==> src/sv/psg_pkg.sv <==
// Package for the PAST speed governor: field widths, derived datapath widths,
// register indexes and register reset values.
// No dependencies; imported by past_speed_governor.
`timescale 1ns / 1ps

package psg_pkg;

    // full speed in scaled units
    localparam int SCALE = 1000;

    localparam int IDLE_W    = 16;
    localparam int IL_W      = 16;
    localparam int LOAD_W    = 10;
    localparam int SPEED_W   = 10;
    localparam int FREQ_W    = 30;
    localparam int EXC_W     = 32;
    localparam int CFG_W     = FREQ_W;
    localparam int CFG_IDX_W = 3;

    localparam int SCALE_W = $clog2(SCALE + 1);
    localparam int RUN_W   = EXC_W + 1;
    localparam int SUM_W   = RUN_W + 1;
    localparam int PROD_W  = RUN_W + SCALE_W;
    localparam int LOADP_W = SUM_W + SPEED_W;
    localparam int TOPP_W  = FREQ_W + SPEED_W;
    localparam int MUL_W   = (LOADP_W > TOPP_W) ? LOADP_W : TOPP_W;
    localparam int DIV_W   = (PROD_W > MUL_W) ? PROD_W : MUL_W;
    localparam int DVS_W   = (IL_W > SCALE_W) ? IL_W : SCALE_W;
    localparam int CNT_W   = $clog2(DIV_W);
    localparam int NSP_W   = SPEED_W + 2;

    typedef enum logic [CFG_IDX_W-1:0] {
        REG_INTERVAL  = 3'd0,
        REG_HIGH_LOAD = 3'd1,
        REG_LOW_LOAD  = 3'd2,
        REG_RAISE     = 3'd3,
        REG_LOWER     = 3'd4,
        REG_FLOOR     = 3'd5,
        REG_CEILING   = 3'd6,
        REG_TOP_FREQ  = 3'd7
    } cfg_reg_t;

    localparam logic [IL_W-1:0]    INTERVAL_RST  = 16'd50;
    localparam logic [LOAD_W-1:0]  HIGH_LOAD_RST = 10'd700;
    localparam logic [LOAD_W-1:0]  LOW_LOAD_RST  = 10'd500;
    localparam logic [SPEED_W-1:0] RAISE_RST     = 10'd200;
    localparam logic [SPEED_W-1:0] LOWER_RST     = 10'd600;
    localparam logic [SPEED_W-1:0] FLOOR_RST     = 10'd200;
    localparam logic [SPEED_W-1:0] CEILING_RST   = 10'd1000;
    localparam logic [FREQ_W-1:0]  TOP_FREQ_RST  = 30'd48000000;

endpackage

==> src/sv/past_speed_governor.sv <==
// PAST speed governor top level: run time, run percentage, PAST speed rules,
// carried excess and output clock frequency. Depends on psg_pkg.
`timescale 1ns / 1ps

//  channel   | handshake                  | payload
//  ----------+----------------------------+------------------------------
//  item      | item_valid / item_stall    | idle_time
//  result    | result_valid / result_stall| speed_level, clock_hz
//  config    | cfg_write                  | cfg_index, cfg_data
//
// Each item goes through accept, setup, then three passes of a shared
// restoring divider at one quotient bit per cycle over a DIV_W (44) bit
// dividend (run percentage, excess / SCALE, frequency / SCALE), plus the rule
// cycle and the output cycle. A shift-add multiplier runs beside the divider.
// Reset restores the register defaults, speed to the ceiling, excess to zero.
// A new item is taken while a result waits; the finished one holds in the
// last cycle until the result register is free.

module past_speed_governor (
    input  logic                          clk,
    input  logic                          rst_n,
    input  logic                          item_valid,
    output logic                          item_stall,
    input  logic [psg_pkg::IDLE_W-1:0]    idle_time,
    output logic                          result_valid,
    input  logic                          result_stall,
    output logic [psg_pkg::SPEED_W-1:0]   speed_level,
    output logic [psg_pkg::FREQ_W-1:0]    clock_hz,
    input  logic                          cfg_write,
    input  logic [psg_pkg::CFG_IDX_W-1:0] cfg_index,
    input  logic [psg_pkg::CFG_W-1:0]     cfg_data
);
    import psg_pkg::*;

    typedef enum logic [2:0] {
        S_IDLE,
        S_PREP,
        S_CALC,
        S_RULES,
        S_EXCESS,
        S_FREQ,
        S_DONE
    } state_t;

    // configuration
    logic [IL_W-1:0]    il_reg;
    logic [LOAD_W-1:0]  high_load_reg;
    logic [LOAD_W-1:0]  low_load_reg;
    logic [SPEED_W-1:0] raise_reg;
    logic [SPEED_W-1:0] lower_reg;
    logic [SPEED_W-1:0] floor_reg;
    logic [SPEED_W-1:0] ceil_reg;
    logic [FREQ_W-1:0]  top_reg;

    // control and state
    state_t             state_reg;
    logic [CNT_W-1:0]   cnt_reg;
    logic               result_valid_reg;
    logic [SPEED_W-1:0] cur_speed_reg;
    logic [EXC_W-1:0]   excess_reg;

    // datapath
    logic [RUN_W-1:0]   run_reg;
    logic [IDLE_W-1:0]  idle_reg;
    logic [PROD_W-1:0]  prod_reg;
    logic [DIV_W-1:0]   q_reg;
    logic [DVS_W-1:0]   rem_reg;
    logic [DVS_W-1:0]   dvs_reg;
    logic [MUL_W-1:0]   mcand_reg;
    logic [SPEED_W-1:0] mplier_reg;
    logic [MUL_W-1:0]   acc_reg;
    logic [SPEED_W-1:0] speed_new_reg;
    logic [EXC_W-1:0]   exc_new_reg;
    logic [SPEED_W-1:0] speed_out_reg;
    logic [FREQ_W-1:0]  clock_out_reg;

    // combinational
    logic [IL_W-1:0]    run_base;
    logic [RUN_W-1:0]   run_next;
    logic [SUM_W-1:0]   sum;
    logic [PROD_W-1:0]  prod_next;
    logic [DVS_W:0]     rem_sh;
    logic [DVS_W:0]     rem_sub;
    logic               rem_ge;
    logic [DVS_W-1:0]   rem_step;
    logic [DIV_W-1:0]   q_step;
    logic [MUL_W-1:0]   acc_step;
    logic               last_step;
    logic               pct_hi;
    logic               pct_lo;
    logic signed [NSP_W-1:0] cur_s;
    logic signed [NSP_W-1:0] ceil_s;
    logic signed [NSP_W-1:0] floor_s;
    logic signed [NSP_W-1:0] nsp_raw;
    logic signed [NSP_W-1:0] nsp_ceil;
    logic signed [NSP_W-1:0] nsp_fin;
    logic [SPEED_W-1:0] speed_next;
    logic [DIV_W-1:0]   prod_ext;
    logic [DIV_W-1:0]   load_ext;
    logic [DIV_W-1:0]   diff;
    logic [EXC_W-1:0]   exc_sat;
    logic [FREQ_W-1:0]  freq_sat;
    logic               out_free;

    assign item_stall   = (state_reg != S_IDLE);
    assign result_valid = result_valid_reg;
    assign speed_level  = speed_out_reg;
    assign clock_hz     = clock_out_reg;
    assign out_free     = !result_valid_reg || !result_stall;

    // run time floored at zero plus carried excess
    assign run_base  = (idle_time >= il_reg) ? '0 : il_reg - idle_time;
    assign run_next  = RUN_W'(run_base) + RUN_W'(excess_reg);
    assign sum       = SUM_W'(run_reg) + SUM_W'(idle_reg);
    assign prod_next = PROD_W'(run_reg) * PROD_W'(SCALE);

    // restoring divider, one quotient bit per cycle
    assign rem_sh   = {rem_reg, q_reg[DIV_W-1]};
    assign rem_sub  = rem_sh - {1'b0, dvs_reg};
    assign rem_ge   = (rem_sh >= {1'b0, dvs_reg});
    assign rem_step = rem_ge ? rem_sub[DVS_W-1:0] : rem_sh[DVS_W-1:0];
    assign q_step   = {q_reg[DIV_W-2:0], rem_ge};

    // shift-add multiplier, one multiplier bit per cycle
    assign acc_step  = mplier_reg[0] ? acc_reg + mcand_reg : acc_reg;
    assign last_step = (cnt_reg == CNT_W'(DIV_W - 1));

    // PAST rules; q_reg holds the run percentage in S_RULES
    assign pct_hi  = (q_reg > DIV_W'(high_load_reg));
    assign pct_lo  = (q_reg < DIV_W'(low_load_reg));
    assign cur_s   = $signed(NSP_W'(cur_speed_reg));
    assign ceil_s  = $signed(NSP_W'(ceil_reg));
    assign floor_s = $signed(NSP_W'(floor_reg));

    always_comb
    begin
        if (excess_reg > EXC_W'(idle_reg))
        begin
            nsp_raw = ceil_s;
        end
        else if (pct_hi)
        begin
            nsp_raw = cur_s + $signed(NSP_W'(raise_reg));
        end
        else if (pct_lo)
        begin
            // percentage is below low_load here, so it fits LOAD_W bits
            nsp_raw = cur_s - $signed(NSP_W'(lower_reg))
                      + $signed(NSP_W'(q_reg[LOAD_W-1:0]));
        end
        else
        begin
            nsp_raw = cur_s;
        end
    end

    // ceiling first, floor wins when the two cross
    assign nsp_ceil   = (nsp_raw > ceil_s) ? ceil_s : nsp_raw;
    assign nsp_fin    = (nsp_ceil < floor_s) ? floor_s : nsp_ceil;
    assign speed_next = nsp_fin[SPEED_W-1:0];

    assign prod_ext = DIV_W'(prod_reg);
    assign load_ext = DIV_W'(acc_reg);
    assign diff     = (prod_ext > load_ext) ? prod_ext - load_ext : '0;

    assign exc_sat  = (|q_step[DIV_W-1:EXC_W]) ? '1 : q_step[EXC_W-1:0];
    assign freq_sat = (|q_reg[DIV_W-1:FREQ_W]) ? '1 : q_reg[FREQ_W-1:0];

    always_ff @(posedge clk or negedge rst_n)
    begin
        if (!rst_n)
        begin
            il_reg        <= INTERVAL_RST;
            high_load_reg <= HIGH_LOAD_RST;
            low_load_reg  <= LOW_LOAD_RST;
            raise_reg     <= RAISE_RST;
            lower_reg     <= LOWER_RST;
            floor_reg     <= FLOOR_RST;
            ceil_reg      <= CEILING_RST;
            top_reg       <= TOP_FREQ_RST;
        end
        else if (cfg_write)
        begin
            case (cfg_reg_t'(cfg_index))
                REG_INTERVAL:  il_reg        <= cfg_data[IL_W-1:0];
                REG_HIGH_LOAD: high_load_reg <= cfg_data[LOAD_W-1:0];
                REG_LOW_LOAD:  low_load_reg  <= cfg_data[LOAD_W-1:0];
                REG_RAISE:     raise_reg     <= cfg_data[SPEED_W-1:0];
                REG_LOWER:     lower_reg     <= cfg_data[SPEED_W-1:0];
                REG_FLOOR:     floor_reg     <= cfg_data[SPEED_W-1:0];
                REG_CEILING:   ceil_reg      <= cfg_data[SPEED_W-1:0];
                REG_TOP_FREQ:  top_reg       <= cfg_data[FREQ_W-1:0];
                default:       top_reg       <= top_reg;
            endcase
        end
    end

    always_ff @(posedge clk or negedge rst_n)
    begin
        if (!rst_n)
        begin
            state_reg        <= S_IDLE;
            cnt_reg          <= '0;
            result_valid_reg <= 1'b0;
            cur_speed_reg    <= CEILING_RST;
            excess_reg       <= '0;
            run_reg          <= '0;
            idle_reg         <= '0;
            prod_reg         <= '0;
            q_reg            <= '0;
            rem_reg          <= '0;
            dvs_reg          <= '0;
            mcand_reg        <= '0;
            mplier_reg       <= '0;
            acc_reg          <= '0;
            speed_new_reg    <= '0;
            exc_new_reg      <= '0;
            speed_out_reg    <= '0;
            clock_out_reg    <= '0;
        end
        else
        begin
            if (state_reg == S_DONE && out_free)
            begin
                result_valid_reg <= 1'b1;
            end
            else if (result_valid_reg && !result_stall)
            begin
                result_valid_reg <= 1'b0;
            end

            case (state_reg)
                S_IDLE:
                begin
                    if (item_valid)
                    begin
                        run_reg   <= run_next;
                        idle_reg  <= idle_time;
                        state_reg <= S_PREP;
                    end
                end
                S_PREP:
                begin
                    prod_reg   <= prod_next;
                    q_reg      <= DIV_W'(prod_next);
                    rem_reg    <= '0;
                    dvs_reg    <= (il_reg == '0) ? DVS_W'(1) : DVS_W'(il_reg);
                    mcand_reg  <= MUL_W'(sum);
                    mplier_reg <= cur_speed_reg;
                    acc_reg    <= '0;
                    cnt_reg    <= '0;
                    state_reg  <= S_CALC;
                end
                S_CALC:
                begin
                    q_reg      <= q_step;
                    rem_reg    <= rem_step;
                    acc_reg    <= acc_step;
                    mcand_reg  <= mcand_reg << 1;
                    mplier_reg <= mplier_reg >> 1;
                    if (last_step)
                    begin
                        cnt_reg   <= '0;
                        state_reg <= S_RULES;
                    end
                    else
                    begin
                        cnt_reg <= cnt_reg + CNT_W'(1);
                    end
                end
                S_RULES:
                begin
                    speed_new_reg <= speed_next;
                    q_reg         <= diff;
                    rem_reg       <= '0;
                    dvs_reg       <= DVS_W'(SCALE);
                    mcand_reg     <= MUL_W'(top_reg);
                    mplier_reg    <= speed_next;
                    acc_reg       <= '0;
                    state_reg     <= S_EXCESS;
                end
                S_EXCESS:
                begin
                    acc_reg    <= acc_step;
                    mcand_reg  <= mcand_reg << 1;
                    mplier_reg <= mplier_reg >> 1;
                    if (last_step)
                    begin
                        // multiplier finished long ago: start frequency / SCALE
                        exc_new_reg <= exc_sat;
                        q_reg       <= DIV_W'(acc_reg);
                        rem_reg     <= '0;
                        cnt_reg     <= '0;
                        state_reg   <= S_FREQ;
                    end
                    else
                    begin
                        q_reg   <= q_step;
                        rem_reg <= rem_step;
                        cnt_reg <= cnt_reg + CNT_W'(1);
                    end
                end
                S_FREQ:
                begin
                    q_reg   <= q_step;
                    rem_reg <= rem_step;
                    if (last_step)
                    begin
                        cnt_reg   <= '0;
                        state_reg <= S_DONE;
                    end
                    else
                    begin
                        cnt_reg <= cnt_reg + CNT_W'(1);
                    end
                end
                S_DONE:
                begin
                    if (out_free)
                    begin
                        speed_out_reg    <= speed_new_reg;
                        clock_out_reg    <= freq_sat;
                        cur_speed_reg    <= speed_new_reg;
                        excess_reg       <= exc_new_reg;
                        state_reg        <= S_IDLE;
                    end
                end
                default:
                begin
                    state_reg <= S_IDLE;
                end
            endcase
        end
    end

    // a new result only comes out of the output cycle
    a_result_from_done: assert property (@(posedge clk) disable iff (!rst_n)
        $rose(result_valid) |-> $past(state_reg == S_DONE))
        else $error("result_valid rose outside the output cycle");

    // governor state is committed only with a result
    a_excess_commit: assert property (@(posedge clk) disable iff (!rst_n)
        !$stable(excess_reg) |-> $past(state_reg == S_DONE))
        else $error("excess changed outside the output cycle");

    a_speed_commit: assert property (@(posedge clk) disable iff (!rst_n)
        !$stable(cur_speed_reg) |-> $past(state_reg == S_DONE && out_free))
        else $error("speed changed without a delivered result");

    // a zero interval must have been replaced by one before dividing
    a_divisor_nonzero: assert property (@(posedge clk) disable iff (!rst_n)
        (state_reg == S_CALC || state_reg == S_EXCESS || state_reg == S_FREQ)
        |-> dvs_reg != '0)
        else $error("divider running with a zero divisor");

    a_accept_starts: assert property (@(posedge clk) disable iff (!rst_n)
        (item_valid && !item_stall) |=> (state_reg == S_PREP && cnt_reg == '0))
        else $error("accepted transaction did not start the sequence");

endmodule
==> config.mk <==
export PLATFORM = sky130hd
export DESIGN_NAME = past_speed_governor
export DESIGN_NICKNAME = d
export VERILOG_FILES = /design/src/sv/psg_pkg.sv /design/src/sv/past_speed_governor.sv
export SDC_FILE = /design/constraint.sdc
export NUM_CORES = 2
export LEC_CHECK = 0
export BUFFER_PORTS_ARGS = -buffer_cell sky130_fd_sc_hd__buf_2
export CAP_MARGIN = 20
export CORE_MARGIN = 1
export CORE_UTILIZATION = 35
export DETAILED_ROUTE_END_ITERATION = 7
export SYNTH_ARGS = -nofsm -noshare
export SYNTH_HDL_FRONTEND = slang
export SYNTH_SLANG_ARGS = --single-unit
==> constraint.sdc <==
create_clock -name clk -period 10.35 [get_ports clk]
set_input_delay 1.035 -clock clk [delete_from_list [all_inputs] [get_ports clk]]
set_output_delay 1.035 -clock clk [all_outputs]
set_load 0.02 [all_outputs]
==> results.toml <==
[setup_path]
timing_worst_setup_path_type = "reg -> reg"
critical_path.endpoint_type = "register"
cp_common_cell = "sky130_fd_sc_hd__a21oi_1"
crit_arrival_ps = 8750
timing.critical_path.fanout_max = 12
critical-path-max-stage-delay_ps = 830
cp-start-kind = "register"
critPathRequiredTime_ps = 10900
worstReg2RegStart = "q_reg[42]$_DFFE_PN0P_"
critical_path_start = "q_reg[42]$_DFFE_PN0P_"
crit_slowest_cell = "sky130_fd_sc_hd__nor4_4"

[yosys]
syn_avg_cell_area_um2 = 9.349
synth_seq_cells = 499
ys_warn_count = 0
synthDominantCellAreaShare = 0.3101
synth-async-reset-ratio = 1.000
synth_enable_flop_cells = 0
synth.cell_area_um2 = 36470
synthesis.nets = 4406
seq_area_frac_synth = 0.3440
synthTopCellsByArea = "sky130_fd_sc_hd__dfrtp_1 (31%), sky130_fd_sc_hd__ha_1 (11%), sky130_fd_sc_hd__fa_1 (7.1%), sky130_fd_sc_hd__nand2_1 (5.3%), sky130_fd_sc_hd__o21ai_0 (4.2%)"
post_synth_num_cell_types = 90
post_synth_inst_count = 3901
synth.largest_area_cell = "sky130_fd_sc_hd__dfrtp_1"
ys_dominant_reg_cell = "sky130_fd_sc_hd__dfrtp_1"

[timing]
fin_crit_sh = 0.7921
rsz_0062_raised_after_global_routing = "no"
finalSetupViolCount = 0
worst_clock_skew_ps = 23.32
fin_setup_tns_ps = 0
post-route-min-period_ps = 8198
measured_slew_at_the_worst_slew_check_pin_ps = 1211
hold_viol = 0
report.final.slew_viol_count = 0
clock.fmax_mhz = 122.0
slew_headroom = 0.1823

[detailed_routing]
detail_route.wl_per_cell_um = 21.82
route.detailed.vias_per_inst = 5.560
vias = 29870
detail_route.iter0.violations = 2729
postRouteWirelength_mm = 117.2
route.antenna.remaining_nets = 0
detailedRoute.firstPassIterationCount = 7
post-route-drc-count = 0

[placed_design]
place.port_buffers = 95
detailed_place_hpwl_mm = 87.47
gp_routability_congestion = 0.9211

[global_route]
grt_start_max_net_pins = 145
most_crowded_layer_after_global_routing = "met2"
antenna_violations_before_repair = 2
grt_util_met2 = 0.3567
grt_use_met1 = 0.3072
global_route_wire_length_before_repair_mm = 180.6
grt_pass1_vias = 29085
global_routing_met3_resource_utilization = 0.02553
grt_overflow_total = 0
grt_usage = 0.2207

[floorplanning]
die_height_um = 324.8
fp.coreArea_um2 = 103300
ioPinCount = 96
die_area_um2 = 105500
die_width_um = 324.8
std_cell_rows = 118
start_util = 0.3529

[clocking]
post_cts_hold_buffer_count = 0
worst_setup_hold_path_clk_slew_ps = 60
cts_made_buffers = 59
max_root_sink_buffers = 3
number_of_levels_in_the_clock_h_tree = 2
post_cts.repair.setup_buffers = 0
cts_resized = 0
clock_latency_ps = 680
clock_tree_from_tritoncts = "done"
clockRootBuffer = "sky130_fd_sc_hd__clkbuf_16"
numClockSinks = 499

[cells_and_area]
drive_above_1_share = 0.1130
nets = 4445
area_delta_synth_final_pct = 11.43
finalCoreUtilization = 0.3932

[power_and_ir_drop]
pwr_density_cell_nw_per_um2 = 372.9
maximum_vdd_ir_drop_v = 0.0003545
static-leakage-power_nw = 19.26

[worst_hold_path]
min_path_type = "in -> async"

[run]
drv_cap = 0

[outcome]
result_of_the_run = "complete, no violations"
-- stage by stage --
step	power, mW	setup WS [ps]	cells	hold WS, ps	area (µm²)
2_1_floorplan	10.09	3442	3901	438.6	36470
3_3_place_gp	12.70	2301	5256	454.0	38450
3_5_place_dp	12.78	2298	5257	454.4	38460
4_1_cts	15.16	2287	5369	454.1	40600
5_1_grt	16.42	1672	5371	489.8	40640
6_report	15.16	2152	5372	391.6	40640
-- path summary, 6_finish.rpt --
check                                               endpoint  slack (ps)  cells after the start
worst max-delay path            speed_new_reg[8]$_DFFE_PN0P_        2150                     30
min in group clk                   excess_reg[8]$_DFFE_PN0P_         470                      2
max in group asynchronous           lower_reg[0]$_DFFE_PN0P_        7650                      3
worst min-delay path              excess_reg[20]$_DFFE_PN0P_         390                      1
worst max register to register  speed_new_reg[8]$_DFFE_PN0P_        2150                     30
worst min register to register     excess_reg[8]$_DFFE_PN0P_         470                      2
-- cells by family (layout without fill, tap and decap cells) --
| logic type | Yosys count | in the layout | share of synthesized area |
|---|---|---|---|
| adder cells (fa/ha/maj) | 451 | 451 | 0.1815 |
| AND/OR/NAND/NOR | 1031 | 1031 | 0.1264 |
| other | 0 | 1 | 0 |
| buffers and inverters | 416 | 506 | 0.04412 |
| AO/OA/AOI/OAI | 1158 | 1158 | 0.2114 |
| flip-flops | 499 | 499 | 0.3440 |
| XOR/XNOR | 204 | 204 | 0.04899 |
| multiplexers | 142 | 142 | 0.04360 |
-- worst max-delay path, delay by kind of cell (launching register included) --
family / cells / cell delay, ps
AOI/OAI and AO/OA: 15 / 2660
adders and majority gates: 2 / 520
buffers and inverters: 2 / 300
DFF: 1 / 410
muxes: 1 / 420
and+or+nand+nor: 10 / 3710
-- synth_stat cells, drive strengths merged (33+ instances only) --
library cell and instances:
a21o 105, o211ai 38, nor3 48, o22ai 33, nand3 62, a21oi 253
nand2b 38, nand2 514, nand4 35, ha 321, mux2 94, o22a 62
o21ai 315, clkbuf 130, xnor2 118, inv 253, fa 130, xor2 86
mux2i 46, nor2 204, dfstp 47, dfrtp 452, a22o 71
-- cell type report --
class	instances	area, µm²
fillers	10390	62710
multi-input cells	2986	22420
flip-flops and latches	499	12550
well taps	1380	1727
clock buffers	79	1702
inverters	257	965.9
repair buffers	137	840.8
clock inverters	33	435.4
diodes	1	2.502
-- placed cells by master, fill, tap and decap left out, types with 12 or more instances in the layout --
cell                        count
sky130_fd_sc_hd__a211oi_1      27
sky130_fd_sc_hd__a21boi_0      12
sky130_fd_sc_hd__a21o_1       105
sky130_fd_sc_hd__a21oi_1      245
sky130_fd_sc_hd__a221oi_1      19
sky130_fd_sc_hd__a222oi_1      19
sky130_fd_sc_hd__a22o_1        71
sky130_fd_sc_hd__a22oi_1       12
sky130_fd_sc_hd__a31oi_1       16
sky130_fd_sc_hd__and3_1        26
sky130_fd_sc_hd__buf_2         94
sky130_fd_sc_hd__buf_4         38
sky130_fd_sc_hd__clkbuf_16     59
sky130_fd_sc_hd__clkbuf_8      15
sky130_fd_sc_hd__dfrtp_1      449
sky130_fd_sc_hd__dfstp_2       47
sky130_fd_sc_hd__fa_1         130
sky130_fd_sc_hd__ha_1         321
sky130_fd_sc_hd__inv_1        252
sky130_fd_sc_hd__mux2_2        87
sky130_fd_sc_hd__mux2i_1       46
sky130_fd_sc_hd__nand2_1      512
sky130_fd_sc_hd__nand2b_1      38
sky130_fd_sc_hd__nand3_1       62
sky130_fd_sc_hd__nand4_1       35
sky130_fd_sc_hd__nor2_1       195
sky130_fd_sc_hd__nor2b_1       23
sky130_fd_sc_hd__nor3_1        45
sky130_fd_sc_hd__nor4_1        18
sky130_fd_sc_hd__o211ai_1      32
sky130_fd_sc_hd__o21a_1        29
sky130_fd_sc_hd__o21ai_0      303
sky130_fd_sc_hd__o21bai_1      28
sky130_fd_sc_hd__o22a_1        62
sky130_fd_sc_hd__o22ai_1       33
sky130_fd_sc_hd__o31ai_1       22
sky130_fd_sc_hd__or3_1         15
sky130_fd_sc_hd__xnor2_1      118
sky130_fd_sc_hd__xor2_1        86
-- report_power, final --
part / switching, mW / leakage [nW] / total [mW] / internal [mW]
Sequential: 0.795 / 6.22 / 3.34 / 2.54
Combinational: 5.73 / 12.0 / 9.51 / 3.78
Clock: 0.928 / 1.04 / 2.31 / 1.38
-- routing by layer --
| layer | wire length, µm | part of all wire |
|---|---|---|
| met1 | 52600 | 0.45 |
| met2 | 54130 | 0.46 |
| met3 | 6816 | 0.058 |
| met4 | 3648 | 0.031 |
| met5 | 27 | 0.00023 |
No activity file was read; power rests on OpenSTA's default activity.
